File: src/hdl/wavhc_pkg.sv
// shared types, constants and tag table for the wav header check and sample unpacker
package wavhc_pkg;

  // header layout and checks
  localparam logic [5:0]  POS_RATE_MUL   = 6'd34;
  localparam logic [5:0]  POS_RATE_CMP   = 6'd35;
  localparam logic [5:0]  POS_ALIGN_MUL  = 6'd36;
  localparam logic [5:0]  POS_ALIGN_CMP  = 6'd37;
  localparam logic [5:0]  POS_HDR_LAST   = 6'd43;
  localparam logic [31:0] HEADER_BYTES   = 32'd44;
  localparam logic [31:0] FMT_LEN        = 32'd16;
  localparam logic [15:0] PCM_FORMAT     = 16'd1;
  localparam logic [15:0] BITS_EIGHT     = 16'd8;
  localparam logic [15:0] BITS_SIXTEEN   = 16'd16;
  localparam logic [15:0] CHANS_MONO     = 16'd1;
  localparam logic [15:0] CHANS_STEREO   = 16'd2;
  // data size + 44 == riff size + 8, folded into one constant
  localparam logic [32:0] DATA_SIZE_GAP  = 33'd36;
  localparam logic [7:0]  EIGHT_BIT_FLIP = 8'h80;

  // result buffer depth in byte results (each holds one or two beats)
  localparam int unsigned FIFO_DEPTH = 2;

  typedef enum logic [1:0] {
    PH_HEADER = 2'd0,
    PH_DATA   = 2'd1,
    PH_IDLE   = 2'd2
  } phase_e;

  typedef enum logic [1:0] {
    KIND_SAMPLE = 2'd0,
    KIND_HEADER = 2'd1,
    KIND_END    = 2'd2
  } kind_e;

  typedef enum logic [2:0] {
    ST_OK          = 3'd0,
    ST_BAD_HEADER  = 3'd1,
    ST_UNSUPPORTED = 3'd2,
    ST_LEN_MISMATCH = 3'd3,
    ST_TRUNCATED   = 3'd4
  } status_e;

  typedef struct packed {
    kind_e              kind;
    logic signed [15:0] value;
    logic               chan;
    status_e            status;
    logic [31:0]        rate;
    logic [15:0]        chans;
    logic [15:0]        bits;
  } res_t;

  // everything one byte produces: one or two results
  typedef struct packed {
    logic two;
    res_t res0;
    res_t res1;
  } pair_t;

  typedef struct packed {
    logic       check;
    logic [7:0] expect_byte;
  } tag_t;

  // expected tag character at a header position, if that position holds a tag
  function automatic tag_t tag_lookup(input logic [5:0] pos);
    tag_t t;
    t.check = 1'b1;
    unique case (pos)
      6'd0:  t.expect_byte = "R";
      6'd1:  t.expect_byte = "I";
      6'd2:  t.expect_byte = "F";
      6'd3:  t.expect_byte = "F";
      6'd8:  t.expect_byte = "W";
      6'd9:  t.expect_byte = "A";
      6'd10: t.expect_byte = "V";
      6'd11: t.expect_byte = "E";
      6'd12: t.expect_byte = "f";
      6'd13: t.expect_byte = "m";
      6'd14: t.expect_byte = "t";
      6'd15: t.expect_byte = " ";
      6'd36: t.expect_byte = "d";
      6'd37: t.expect_byte = "a";
      6'd38: t.expect_byte = "t";
      6'd39: t.expect_byte = "a";
      default: begin
        t.check       = 1'b0;
        t.expect_byte = 8'd0;
      end
    endcase
    return t;
  endfunction

endpackage

File: src/hdl/wavhc_byte_if.sv
// byte stream channel: valid/ready with the file byte and its framing flags
interface wavhc_byte_if;
  logic       valid;
  logic       ready;
  logic [7:0] data_byte;
  logic       file_start;
  logic       file_end;

  modport source (output valid, output data_byte, output file_start, output file_end,
                  input ready);
  modport sink   (input valid, input data_byte, input file_start, input file_end,
                  output ready);
endinterface

File: src/hdl/wavhc_result_if.sv
// result channel: valid/ready with one decoded sample or status per beat
interface wavhc_result_if;
  logic               valid;
  logic               ready;
  logic [1:0]         result_kind;
  logic signed [15:0] sample_value;
  logic               sample_channel;
  logic [2:0]         status_code;
  logic [31:0]        sample_rate;
  logic [15:0]        channel_count;
  logic [15:0]        bits_per_sample;
  logic               last_of_run;

  modport source (output valid, output result_kind, output sample_value,
                  output sample_channel, output status_code, output sample_rate,
                  output channel_count, output bits_per_sample, output last_of_run,
                  input ready);
  modport sink   (input valid, input result_kind, input sample_value,
                  input sample_channel, input status_code, input sample_rate,
                  input channel_count, input bits_per_sample, input last_of_run,
                  output ready);
endinterface

File: src/hdl/wavhc_parser.sv
// input register, header assembly and checks, sample decode, one byte per cycle while the result buffer has room
module wavhc_parser import wavhc_pkg::*; (
  input  logic         clk_i,
  input  logic         rst_ni,
  input  logic         cfg_we_i,
  input  logic         cfg_wdata_i,
  wavhc_byte_if.sink   in_i,
  input  logic         room_i,
  output logic         push_o,
  output pair_t        pair_o
);

  // input register
  logic       in_v_q;
  logic [7:0] byte_q;
  logic       start_q;
  logic       end_q;
  logic       accept;
  logic       consume;

  // parse state
  logic [31:0] pos_q, pos_d;
  phase_e      phase_q, phase_d;
  logic        mism_q, mism_d;
  logic [31:0] riff_q, riff_d;
  logic [31:0] fmt_q, fmt_d;
  logic [15:0] fmttag_q, fmttag_d;
  logic [15:0] chan_q, chan_d;
  logic [31:0] rate_q, rate_d;
  logic [31:0] brate_q, brate_d;
  logic [15:0] balign_q, balign_d;
  logic [15:0] bits_q, bits_d;
  logic [31:0] dsize_q, dsize_d;
  logic [7:0]  low_q, low_d;
  logic        tog_q, tog_d;
  logic        shift_eight_bit_q;

  // header cross checks, prepared while the tail of the header streams in
  logic [47:0] prod_q, prod_d;
  logic [28:0] aprod_q, aprod_d;
  logic        rate_ok_q;
  logic        align_ok_q;

  // start of file restarts the parse for this byte
  logic [31:0] pos_e;
  phase_e      phase_e_s;
  logic        mism_e;
  logic        tog_e;
  logic [5:0]  hpos;
  tag_t        tag;

  logic [31:0] dsize_fin;
  logic        size_ok;
  logic        hdr_bad;
  logic        fmt_supp;
  status_e     hdr_st;

  logic [31:0] count;
  logic [31:0] counted;
  logic        pos_max;
  logic        is8;
  logic        stereo;
  logic        have;
  logic [15:0] smp_value;
  logic [1:0]  align_mask;
  status_e     data_end_st;
  status_e     eof_st;

  res_t        smp_r, hdr_r, eof_r;

  assign accept     = in_i.valid && in_i.ready;
  assign consume    = in_v_q && room_i;
  assign in_i.ready = !in_v_q || room_i;

  // input beat register
  always_ff @(posedge clk_i or negedge rst_ni) begin
    if (!rst_ni) begin
      in_v_q <= 1'b0;
    end else if (accept) begin
      in_v_q <= 1'b1;
    end else if (consume) begin
      in_v_q <= 1'b0;
    end
  end

  always_ff @(posedge clk_i) begin
    if (accept) begin
      byte_q  <= in_i.data_byte;
      start_q <= in_i.file_start;
      end_q   <= in_i.file_end;
    end
  end

  // effective state for the byte in the input register
  assign pos_e     = start_q ? 32'd0 : pos_q;
  assign phase_e_s = start_q ? PH_HEADER : phase_q;
  assign mism_e    = start_q ? 1'b0 : mism_q;
  assign tog_e     = start_q ? 1'b0 : tog_q;
  assign hpos      = pos_e[5:0];
  assign tag       = tag_lookup(hpos);

  // final header checks, data size completes with this byte
  assign dsize_fin = {byte_q, dsize_q[23:0]};
  assign size_ok   = ({1'b0, dsize_fin} + DATA_SIZE_GAP) == {1'b0, riff_q};
  assign hdr_bad   = mism_e || (fmt_q != FMT_LEN) || (fmttag_q != PCM_FORMAT)
                     || !align_ok_q || !rate_ok_q || !size_ok;
  assign fmt_supp  = ((bits_q == BITS_EIGHT) || (bits_q == BITS_SIXTEEN))
                     && ((chan_q == CHANS_MONO) || (chan_q == CHANS_STEREO));

  always_comb begin
    priority if (hdr_bad) begin
      hdr_st = ST_BAD_HEADER;
    end else if (!fmt_supp) begin
      hdr_st = ST_UNSUPPORTED;
    end else begin
      hdr_st = ST_OK;
    end
  end

  // cross-check products
  assign prod_d  = rate_q * balign_q;
  assign aprod_d = bits_q[15:3] * chan_q;

  // sample decode
  assign count      = pos_q - HEADER_BYTES;
  assign counted    = count + 32'd1;
  assign pos_max    = &pos_q;
  assign is8        = bits_q == BITS_EIGHT;
  assign stereo     = chan_q == CHANS_STEREO;
  assign have       = is8 || count[0];
  // block align is 1, 2 or 4 here, so the frame check is a mask
  assign align_mask = balign_q[1:0] - 2'd1;

  always_comb begin
    if (is8) begin
      if (shift_eight_bit_q) begin
        smp_value = {{8{~byte_q[7]}}, byte_q ^ EIGHT_BIT_FLIP};
      end else begin
        smp_value = {8'd0, byte_q};
      end
    end else begin
      smp_value = {byte_q, low_q};
    end
  end

  assign data_end_st = ((mism_q || pos_max) || (counted != dsize_q)
                        || ((counted[1:0] & align_mask) != 2'd0))
                       ? ST_LEN_MISMATCH : ST_OK;

  // end-of-file status code by phase
  always_comb begin
    if (phase_e_s == PH_DATA) begin
      eof_st = data_end_st;
    end else if (hpos == POS_HDR_LAST) begin
      eof_st = (dsize_fin == 32'd0) ? ST_OK : ST_LEN_MISMATCH;
    end else begin
      eof_st = ST_TRUNCATED;
    end
  end

  // result templates
  always_comb begin
    smp_r        = '0;
    smp_r.kind   = KIND_SAMPLE;
    smp_r.value  = smp_value;
    smp_r.chan   = stereo && !tog_q;

    hdr_r        = '0;
    hdr_r.kind   = KIND_HEADER;
    hdr_r.status = hdr_st;
    hdr_r.rate   = rate_q;
    hdr_r.chans  = chan_q;
    hdr_r.bits   = bits_q;

    eof_r        = '0;
    eof_r.kind   = KIND_END;
    eof_r.status = eof_st;
  end

  // next state and results for the byte being consumed
  always_comb begin
    pos_d    = pos_q;
    phase_d  = phase_q;
    mism_d   = mism_q;
    riff_d   = riff_q;
    fmt_d    = fmt_q;
    fmttag_d = fmttag_q;
    chan_d   = chan_q;
    rate_d   = rate_q;
    brate_d  = brate_q;
    balign_d = balign_q;
    bits_d   = bits_q;
    dsize_d  = dsize_q;
    low_d    = low_q;
    tog_d    = tog_q;
    push_o   = 1'b0;
    pair_o   = '0;
    if (consume) begin
      unique case (phase_e_s)
        PH_HEADER: begin
          tog_d  = tog_e;
          mism_d = mism_e || (tag.check && (tag.expect_byte != byte_q));
          // little-endian field lanes
          if (hpos >= 6'd4 && hpos < 6'd8) begin
            riff_d[{hpos[1:0], 3'b000} +: 8] = byte_q;
          end else if (hpos >= 6'd16 && hpos < 6'd20) begin
            fmt_d[{hpos[1:0], 3'b000} +: 8] = byte_q;
          end else if (hpos >= 6'd20 && hpos < 6'd22) begin
            fmttag_d[{hpos[0], 3'b000} +: 8] = byte_q;
          end else if (hpos >= 6'd22 && hpos < 6'd24) begin
            chan_d[{hpos[0], 3'b000} +: 8] = byte_q;
          end else if (hpos >= 6'd24 && hpos < 6'd28) begin
            rate_d[{hpos[1:0], 3'b000} +: 8] = byte_q;
          end else if (hpos >= 6'd28 && hpos < 6'd32) begin
            brate_d[{hpos[1:0], 3'b000} +: 8] = byte_q;
          end else if (hpos >= 6'd32 && hpos < 6'd34) begin
            balign_d[{hpos[0], 3'b000} +: 8] = byte_q;
          end else if (hpos >= 6'd34 && hpos < 6'd36) begin
            bits_d[{hpos[0], 3'b000} +: 8] = byte_q;
          end else if (hpos >= 6'd40 && hpos < 6'd44) begin
            dsize_d[{hpos[1:0], 3'b000} +: 8] = byte_q;
          end
          if (hpos >= POS_HDR_LAST) begin
            pos_d       = HEADER_BYTES;
            mism_d      = 1'b0;
            phase_d     = (hdr_st == ST_OK) ? PH_DATA : PH_IDLE;
            push_o      = 1'b1;
            pair_o.res0 = hdr_r;
            if (end_q && (hdr_st == ST_OK)) begin
              pair_o.two  = 1'b1;
              pair_o.res1 = eof_r;
              phase_d     = PH_IDLE;
            end
          end else begin
            pos_d   = pos_e + 32'd1;
            phase_d = PH_HEADER;
            if (end_q) begin
              push_o      = 1'b1;
              pair_o.res0 = eof_r;
              phase_d     = PH_IDLE;
            end
          end
        end
        PH_DATA: begin
          pos_d  = pos_max ? pos_q : pos_q + 32'd1;
          mism_d = mism_q || pos_max;
          if (!is8 && !count[0]) begin
            low_d = byte_q;
          end
          if (have) begin
            push_o      = 1'b1;
            pair_o.res0 = smp_r;
            if (stereo) begin
              tog_d = !tog_q;
            end
          end
          if (end_q) begin
            phase_d = PH_IDLE;
            push_o  = 1'b1;
            if (have) begin
              pair_o.two  = 1'b1;
              pair_o.res1 = eof_r;
            end else begin
              pair_o.res0 = eof_r;
            end
          end
        end
        default: begin
          // idle: bytes are dropped until the next start of file
        end
      endcase
    end
  end

  // parse state registers
  always_ff @(posedge clk_i or negedge rst_ni) begin
    if (!rst_ni) begin
      pos_q    <= '0;
      phase_q  <= PH_HEADER;
      mism_q   <= 1'b0;
      riff_q   <= '0;
      fmt_q    <= '0;
      fmttag_q <= '0;
      chan_q   <= '0;
      rate_q   <= '0;
      brate_q  <= '0;
      balign_q <= '0;
      bits_q   <= '0;
      dsize_q  <= '0;
      low_q    <= '0;
      tog_q    <= 1'b0;
    end else begin
      pos_q    <= pos_d;
      phase_q  <= phase_d;
      mism_q   <= mism_d;
      riff_q   <= riff_d;
      fmt_q    <= fmt_d;
      fmttag_q <= fmttag_d;
      chan_q   <= chan_d;
      rate_q   <= rate_d;
      brate_q  <= brate_d;
      balign_q <= balign_d;
      bits_q   <= bits_d;
      dsize_q  <= dsize_d;
      low_q    <= low_d;
      tog_q    <= tog_d;
    end
  end

  // byte rate and block align checks, one multiply then one compare
  always_ff @(posedge clk_i or negedge rst_ni) begin
    if (!rst_ni) begin
      prod_q     <= '0;
      aprod_q    <= '0;
      rate_ok_q  <= 1'b0;
      align_ok_q <= 1'b0;
    end else if (consume && (phase_e_s == PH_HEADER)) begin
      if (hpos == POS_RATE_MUL) begin
        prod_q <= prod_d;
      end
      if (hpos == POS_RATE_CMP) begin
        rate_ok_q <= {16'd0, brate_q} == prod_q;
      end
      if (hpos == POS_ALIGN_MUL) begin
        aprod_q <= aprod_d;
      end
      if (hpos == POS_ALIGN_CMP) begin
        align_ok_q <= {13'd0, balign_q} == aprod_q;
      end
    end
  end

  // configuration register
  always_ff @(posedge clk_i or negedge rst_ni) begin
    if (!rst_ni) begin
      shift_eight_bit_q <= 1'b1;
    end else if (cfg_we_i) begin
      shift_eight_bit_q <= cfg_wdata_i;
    end
  end

  // data phase only follows a header of a supported format
  assert property (@(posedge clk_i) disable iff (!rst_ni)
    (phase_q == PH_DATA) |-> (pos_q >= HEADER_BYTES))
    else $error("data phase before header end");

  assert property (@(posedge clk_i) disable iff (!rst_ni)
    (phase_q == PH_HEADER) |-> (pos_q < HEADER_BYTES))
    else $error("header phase past header end");

  assert property (@(posedge clk_i) disable iff (!rst_ni)
    (phase_q == PH_DATA) |-> fmt_supp)
    else $error("data phase with unsupported format");

  assert property (@(posedge clk_i) disable iff (!rst_ni)
    (push_o && pair_o.two) |-> (pair_o.res1.kind == KIND_END))
    else $error("second result of a byte is not an end status");

endmodule

File: src/hdl/wavhc_pair_fifo.sv
// result buffer: one entry per byte, drained as one or two output beats
module wavhc_pair_fifo import wavhc_pkg::*; #(
  parameter int unsigned Depth = FIFO_DEPTH
) (
  input  logic          clk_i,
  input  logic          rst_ni,
  input  logic          push_i,
  input  pair_t         pair_i,
  output logic          room_o,
  wavhc_result_if.source out_o
);

  localparam int unsigned PtrW = (Depth > 1) ? $clog2(Depth) : 1;
  localparam int unsigned CntW = $clog2(Depth + 1);
  localparam logic [PtrW-1:0] PtrLast = PtrW'(Depth - 1);

  pair_t           mem_q [Depth];
  logic [PtrW-1:0] wr_q, wr_d;
  logic [PtrW-1:0] rd_q, rd_d;
  logic [CntW-1:0] count_q, count_d;
  logic            sub_q, sub_d;

  pair_t cur;
  res_t  res;
  logic  last;
  logic  pop_beat;
  logic  pop_entry;

  assign room_o = count_q < CntW'(Depth);

  // head entry and beat select
  assign cur       = mem_q[rd_q];
  assign res       = sub_q ? cur.res1 : cur.res0;
  assign last      = !cur.two || sub_q;
  assign pop_beat  = out_o.valid && out_o.ready;
  assign pop_entry = pop_beat && last;

  assign out_o.valid           = count_q != '0;
  assign out_o.result_kind     = res.kind;
  assign out_o.sample_value    = res.value;
  assign out_o.sample_channel  = res.chan;
  assign out_o.status_code     = res.status;
  assign out_o.sample_rate     = res.rate;
  assign out_o.channel_count   = res.chans;
  assign out_o.bits_per_sample = res.bits;
  assign out_o.last_of_run     = last;

  // pointers, fill count and beat index
  always_comb begin
    wr_d    = wr_q;
    rd_d    = rd_q;
    count_d = count_q;
    sub_d   = sub_q;
    if (push_i) begin
      wr_d = (wr_q == PtrLast) ? '0 : wr_q + 1'b1;
    end
    if (pop_entry) begin
      rd_d  = (rd_q == PtrLast) ? '0 : rd_q + 1'b1;
      sub_d = 1'b0;
    end else if (pop_beat) begin
      sub_d = 1'b1;
    end
    if (push_i && !pop_entry) begin
      count_d = count_q + 1'b1;
    end else if (!push_i && pop_entry) begin
      count_d = count_q - 1'b1;
    end
  end

  always_ff @(posedge clk_i or negedge rst_ni) begin
    if (!rst_ni) begin
      wr_q    <= '0;
      rd_q    <= '0;
      count_q <= '0;
      sub_q   <= 1'b0;
    end else begin
      wr_q    <= wr_d;
      rd_q    <= rd_d;
      count_q <= count_d;
      sub_q   <= sub_d;
    end
  end

  // entry storage
  always_ff @(posedge clk_i) begin
    if (push_i) begin
      mem_q[wr_q] <= pair_i;
    end
  end

  assert property (@(posedge clk_i) disable iff (!rst_ni)
    count_q <= CntW'(Depth))
    else $error("result buffer overfilled");

  assert property (@(posedge clk_i) disable iff (!rst_ni)
    (push_i && !pop_entry) |=> (count_q == $past(count_q) + 1'b1))
    else $error("fill count missed a push");

  assert property (@(posedge clk_i) disable iff (!rst_ni)
    (pop_beat && cur.two && !sub_q) |=> (sub_q && (count_q != '0)))
    else $error("second beat of a two-result entry lost");

endmodule

File: src/hdl/wav_header_check_and_sample_unpack_top.sv
// top level of the wav header check and sample unpacker
//
// Input channel in_i carries one file byte per beat with file_start and
// file_end flags. The first 44 bytes are the canonical header; on the last
// header byte one header status beat goes out (rate, channels, bits), then
// each data byte yields a sample beat (16-bit samples on every second byte),
// and the byte marked file_end adds an end status beat. last_of_run marks
// the final beat caused by one byte.
// A byte accepted into the input register is decoded there and its results
// are registered in the result buffer, which drives out_o.
// Throughput: one byte per cycle while the result buffer has room; a byte with
// two results holds the output for both of its beats, and the input stalls
// once the input register and the result buffer (FifoDepth entries) are full.
// When the receiver stalls, results wait in the buffer and the input keeps
// accepting until that buffer fills.
// Reset: parse restarts at header byte 0, buffer empty, 8-bit offset on.
// cfg_we_i/cfg_wdata_i write the 8-bit offset enable; the user must write it only while idle.
module wav_header_check_and_sample_unpack_top import wavhc_pkg::*; #(
  parameter int unsigned FifoDepth = FIFO_DEPTH
) (
  input  logic           clk_i,
  input  logic           rst_ni,
  input  logic           cfg_we_i,
  input  logic           cfg_wdata_i,
  wavhc_byte_if.sink     in_i,
  wavhc_result_if.source out_o
);

  logic  room;
  logic  push;
  pair_t pair;

  // header parse and sample decode
  wavhc_parser u_parser (
    .clk_i       (clk_i),
    .rst_ni      (rst_ni),
    .cfg_we_i    (cfg_we_i),
    .cfg_wdata_i (cfg_wdata_i),
    .in_i        (in_i),
    .room_i      (room),
    .push_o      (push),
    .pair_o      (pair)
  );

  // result buffer and beat serializer
  wavhc_pair_fifo #(
    .Depth (FifoDepth)
  ) u_fifo (
    .clk_i  (clk_i),
    .rst_ni (rst_ni),
    .push_i (push),
    .pair_i (pair),
    .room_o (room),
    .out_o  (out_o)
  );

endmodule

File: src/flat_wrapper.sv
// flat-port wrapper written by rule: the top's interface ports become plain ports
module wav_header_check_and_sample_unpack_top_flat import wavhc_pkg::*;
#(
  parameter int unsigned FifoDepth = FIFO_DEPTH
)
  (clk_i, rst_ni, cfg_we_i, cfg_wdata_i, in_i_valid, in_i_data_byte, in_i_file_start, in_i_file_end, in_i_ready, out_o_valid, out_o_result_kind, out_o_sample_value, out_o_sample_channel, out_o_status_code, out_o_sample_rate, out_o_channel_count, out_o_bits_per_sample, out_o_last_of_run, out_o_ready);
  wavhc_byte_if in_i_i ();
  wavhc_result_if out_o_i ();
  input  logic clk_i;
  input  logic rst_ni;
  input  logic cfg_we_i;
  input  logic cfg_wdata_i;
  input wire logic [$bits(in_i_i.valid)-1:0] in_i_valid;
  input wire logic [$bits(in_i_i.data_byte)-1:0] in_i_data_byte;
  input wire logic [$bits(in_i_i.file_start)-1:0] in_i_file_start;
  input wire logic [$bits(in_i_i.file_end)-1:0] in_i_file_end;
  output wire logic [$bits(in_i_i.ready)-1:0] in_i_ready;
  output wire logic [$bits(out_o_i.valid)-1:0] out_o_valid;
  output wire logic [$bits(out_o_i.result_kind)-1:0] out_o_result_kind;
  output wire logic [$bits(out_o_i.sample_value)-1:0] out_o_sample_value;
  output wire logic [$bits(out_o_i.sample_channel)-1:0] out_o_sample_channel;
  output wire logic [$bits(out_o_i.status_code)-1:0] out_o_status_code;
  output wire logic [$bits(out_o_i.sample_rate)-1:0] out_o_sample_rate;
  output wire logic [$bits(out_o_i.channel_count)-1:0] out_o_channel_count;
  output wire logic [$bits(out_o_i.bits_per_sample)-1:0] out_o_bits_per_sample;
  output wire logic [$bits(out_o_i.last_of_run)-1:0] out_o_last_of_run;
  input wire logic [$bits(out_o_i.ready)-1:0] out_o_ready;
  assign in_i_i.valid = in_i_valid;
  assign in_i_i.data_byte = in_i_data_byte;
  assign in_i_i.file_start = in_i_file_start;
  assign in_i_i.file_end = in_i_file_end;
  assign in_i_ready = in_i_i.ready;
  assign out_o_valid = out_o_i.valid;
  assign out_o_result_kind = out_o_i.result_kind;
  assign out_o_sample_value = out_o_i.sample_value;
  assign out_o_sample_channel = out_o_i.sample_channel;
  assign out_o_status_code = out_o_i.status_code;
  assign out_o_sample_rate = out_o_i.sample_rate;
  assign out_o_channel_count = out_o_i.channel_count;
  assign out_o_bits_per_sample = out_o_i.bits_per_sample;
  assign out_o_last_of_run = out_o_i.last_of_run;
  assign out_o_i.ready = out_o_ready;
  wav_header_check_and_sample_unpack_top #(.FifoDepth(FifoDepth)) u_core (.clk_i(clk_i), .rst_ni(rst_ni), .cfg_we_i(cfg_we_i), .cfg_wdata_i(cfg_wdata_i), .in_i(in_i_i), .out_o(out_o_i));
endmodule
File: config.mk
export PLATFORM = sky130hd
export DESIGN_NAME = wav_header_check_and_sample_unpack_top_flat
export DESIGN_NICKNAME = d
export VERILOG_FILES = /design/src/hdl/wavhc_pkg.sv /design/src/hdl/wavhc_byte_if.sv /design/src/hdl/wavhc_result_if.sv /design/src/hdl/wavhc_parser.sv /design/src/hdl/wavhc_pair_fifo.sv /design/src/hdl/wav_header_check_and_sample_unpack_top.sv /design/src/flat_wrapper.sv
export SDC_FILE = /design/constraint.sdc
export NUM_CORES = 2
export LEC_CHECK = 0
export ABC_AREA = 0
export CORE_MARGIN = 2
export CORE_UTILIZATION = 34
export DETAILED_ROUTE_END_ITERATION = 12
export DONT_BUFFER_PORTS = 1
export GPL_ROUTABILITY_DRIVEN = 0
export PLACE_DENSITY_LB_ADDON = 0.25
export SLEW_MARGIN = 15
export SYNTH_ARGS = -nofsm -noshare
export SYNTH_HDL_FRONTEND = slang
export SYNTH_SLANG_ARGS = --single-unit
File: constraint.sdc
create_clock -name clk_i -period 19.3 [get_ports clk_i]
set_input_delay 3.86 -clock clk_i [delete_from_list [all_inputs] [get_ports clk_i]]
set_output_delay 3.86 -clock clk_i [all_outputs]
set_load 0.02 [all_outputs]
==> out/summary.txt <==
Status: finished, final reports clean
Unrepaired setup endpoints after global routing: no
Final Max Tran Viols: 0
Clock slew at reported path FFs: 0.06 ns
Full die area: 147200 sq um
Layout overhead on the synthesized area: 7.954%
Min Tclk post-route: 7.843 ns
Worst VDD drop: 0.06225 mV
PnR Total Power: 3.857 mW
Starting Density: 0.3419
Yosys warns: 0
CP endpoint kind: register
Vias per cell: 5.144
Final worst slack: 11.46 ns
PD cells: 72.91 nW/um^2
H-tree levels: 3
Antenna violations before repair: 1
Largest family of logic cells by synthesized area: adder cells
Post-Synth Adder-Cell Area: 0.2863
Syn nets: 5987
Slew headroom: 0.2287
Synth Area in Compound Gates: 0.08615
DR pass1 iterations: 5
Final worst clock skew: 0.03307 ns
Xor/xnor share of the synthesized area: 0.03978
DR vias: 35.85k
Top_reg_cell synth: dfrtp_1
# rows: 139
CTS tree: done
Placed inst area: 50690 sq um
Total GRT Usage: 0.1978
Gr ovfl total: 0
Avg Cell Area, Syn: 9.436 sq um
Req. time, crit path: 19.79 ns
Hold Crit Depth: 1
Vias in the first global route: 37.32k
Cts bufs inserted: 66
Initial drt markers: 2429
Final instance area: 52900 sq um
Lkg Pwr: 24.26 nW
Max Freq: 127.5 MHz
Proportion of synthesized chip area in sequential cells: 0.2960
Crit Path Class: reg -> reg
Post-synthesis mux area share: 0.03884
Synth Register Bits: 542
Clk root buf: clkbuf_16
Die width: 383.6 microns
Endpoints failing hold: 0
Global-route wire length before repair: 225.9 mm
Core area: 143300 sq um
Setup TNS: 0 ns
Clock Path Buffers: 3
WP data arrival: 8.33 ns
HPWL Detailed: 99.56 mm
Sink Count: 542
Mapped Cells: 5193
Final worst-path cycle share: 0.4064
Routed WL per cell: 20.41 microns
FF/Latch Area: 14510 sq um
Crit Path Max Fanout: 20
R2r worst-path depth: 23
Area share of and/or/nand/nor cells after synthesis: 0.1785
Ports: 105
DRC viols: 0
Height of the chip: 383.6 microns
Cts repair resizes: 0
Worst-margin pin slew: 1.148 ns
Ys async rst share: 0.6531
Yosys cell types: 90
Pre-CTS setup slack: 11.45 ns
Tightest Hold Check Type: reg -> reg
Final WL: 142.3 mm
Critical path launch point type: register
Nets: 5808
IO Port Bufs: 0
Fin util: 0.3691
Post-CTS setup buffer count: 0
Post-synth EDFFs: 188
Largest net degree at the start of global routing: 355
Antenna viol nets, final: 0
Filler instances: 14.49k
Max_cap viols: 0
Layout cell share with drive strength beyond 1: 0.05764
Clk_lat worst skew: 0.66 ns
Area of the multi-input gates: 30890 sq um
# setup viols final: 0
Hold buffers post-CTS: 0
Post-Synthesis Cell Area: 49000 sq um
sequential cells by signal, indices dropped and copies added (netlist names), 2 cells and up:
signal,cells
u_core.u_parser.chan_q,16
u_core.u_parser.balign_q,16
u_core.u_parser.brate_q,32
u_core.u_parser.low_q,8
u_core.u_parser.bits_q,16
u_core.u_parser.fmttag_q,16
u_core.u_parser.pos_q,32
u_core.u_fifo.count_q,2
u_core.u_parser.dsize_q,32
u_core.u_fifo.mem_q,178
u_core.u_parser.aprod_q,29
u_core.u_parser.fmt_q,32
u_core.u_parser.rate_q,32
u_core.u_parser.byte_q,8
u_core.u_parser.riff_q,32
u_core.u_parser.prod_q,48
u_core.u_parser.phase_q,2
layout make-up:
type / count / area share
Timing Repair Buffer: 65 / 0.009225
Clock buffer: 93 / 0.03505
Multi-Input combinational cell: 3694 / 0.5840
Inverter: 645 / 0.04577
Sequential cell: 542 / 0.2744
Tap cell: 1903 / 0.04501
Antenna cell: 1 / 0.00004731
Clock inverter: 27 / 0.006481
layer usage:
metal	vias to the layer above	track usage	share of wire
met4	0	0.04815	0.020
li1	16490	-	-
met1	18370	0.2697	0.45
met3	179	0.02375	0.045
met2	816	0.3344	0.49
met5	-	0	0
worst max-delay path, stage by stage (launching register included):
cell       delay [ns]
dfrtp_1          0.84
buf_4            0.46
nand2_1          0.14
fa_1             0.55
fa_1             0.52
fa_1             0.52
inv_1            0.06
fa_1             0.48
fa_1             0.49
inv_1            0.05
fa_1             0.47
inv_1            0.04
ha_1             0.34
a21o_1           0.16
nor4_1           0.06
a2111o_1         0.44
a2111oi_0        0.56
buf_4            0.25
o211ai_1         0.16
o21ai_0          0.34
o22ai_1          0.23
o21ai_0          0.26
xnor2_1          0.15
o21ai_0          0.08
path summary, 6_finish.rpt:
kind	start	endpoint	slack (ns)
setup reg to reg	u_core.u_parser.balign_q[1]	u_core.u_parser.prod_q[43]	11.46
max in group asynchronous	rst_ni	u_core.u_fifo.sub_q	15.39
hold / removal	u_core.u_parser.aprod_q[18]	u_core.u_parser.aprod_q[18]	0.48
min in group asynchronous	rst_ni	u_core.u_parser.prod_q[5]	3.00
setup / recovery	u_core.u_parser.balign_q[1]	u_core.u_parser.prod_q[43]	11.46
hold reg to reg	u_core.u_parser.aprod_q[18]	u_core.u_parser.aprod_q[18]	0.48
power by group:
group          switching, mW  total (mW)  internal, mW
combinational          0.813        1.15         0.338
clock                  0.527        1.26         0.737
sequential             0.147        1.44          1.30
total                   1.49        3.86          2.37
synth_stat cells, drive strengths merged (45+ instances only):
| cell | count | area share |
|---|---|---|
| buf | 45 | 0.0045 |
| nor4 | 56 | 0.0078 |
| nor2 | 199 | 0.015 |
| nand2 | 884 | 0.068 |
| xnor2 | 125 | 0.022 |
| dfrtp | 353 | 0.18 |
| inv | 645 | 0.049 |
| nand3 | 64 | 0.0069 |
| nand4 | 47 | 0.0060 |
| nor3 | 71 | 0.0075 |
| and3 | 91 | 0.012 |
| xor2 | 95 | 0.017 |
| a21oi | 131 | 0.013 |
| o21ai | 318 | 0.032 |
| edfxtp | 188 | 0.12 |
| mux2 | 73 | 0.017 |
| clkbuf | 267 | 0.020 |
| ha | 206 | 0.053 |
| fa | 572 | 0.23 |
| and2 | 293 | 0.037 |
| mux2i | 99 | 0.020 |
cells in the final DEF, fill, tap and decap left out, types with 95 or more instances in the layout:
| cell | n |
|---|---|
| nand2_1 | 884 |
| inv_1 | 645 |
| fa_1 | 572 |
| dfrtp_1 | 350 |
| o21ai_0 | 316 |
| and2_1 | 292 |
| ha_1 | 206 |
| nor2_1 | 198 |
| edfxtp_1 | 188 |
| a21oi_1 | 131 |
| xnor2_1 | 125 |
| mux2i_1 | 99 |
| xor2_1 | 95 |
per-stage QoR:
stage                     cells  hold slack (ns)
after global routing       6969           0.4995
after floorplan            5193           0.4420
after global placement     6849           0.4643
after CTS                  6969           0.4821
final                      6970           0.4772
after detailed placement   6849           0.4704
cells by family (layout without fill, tap and decap cells):
| family | after synthesis | count (layout) |
|---|---|---|
| AND/OR/NAND/NOR | 1825 | 1825 |
| multiplexers | 176 | 176 |
| buffers and inverters | 957 | 830 |
| XOR/XNOR | 221 | 221 |
| other | 0 | 1 |
| adder cells (fa/ha/maj) | 778 | 778 |
| flip-flops | 542 | 542 |
| AO/OA/AOI/OAI | 694 | 694 |
Note: power is estimated with default switching activity, not from simulation.
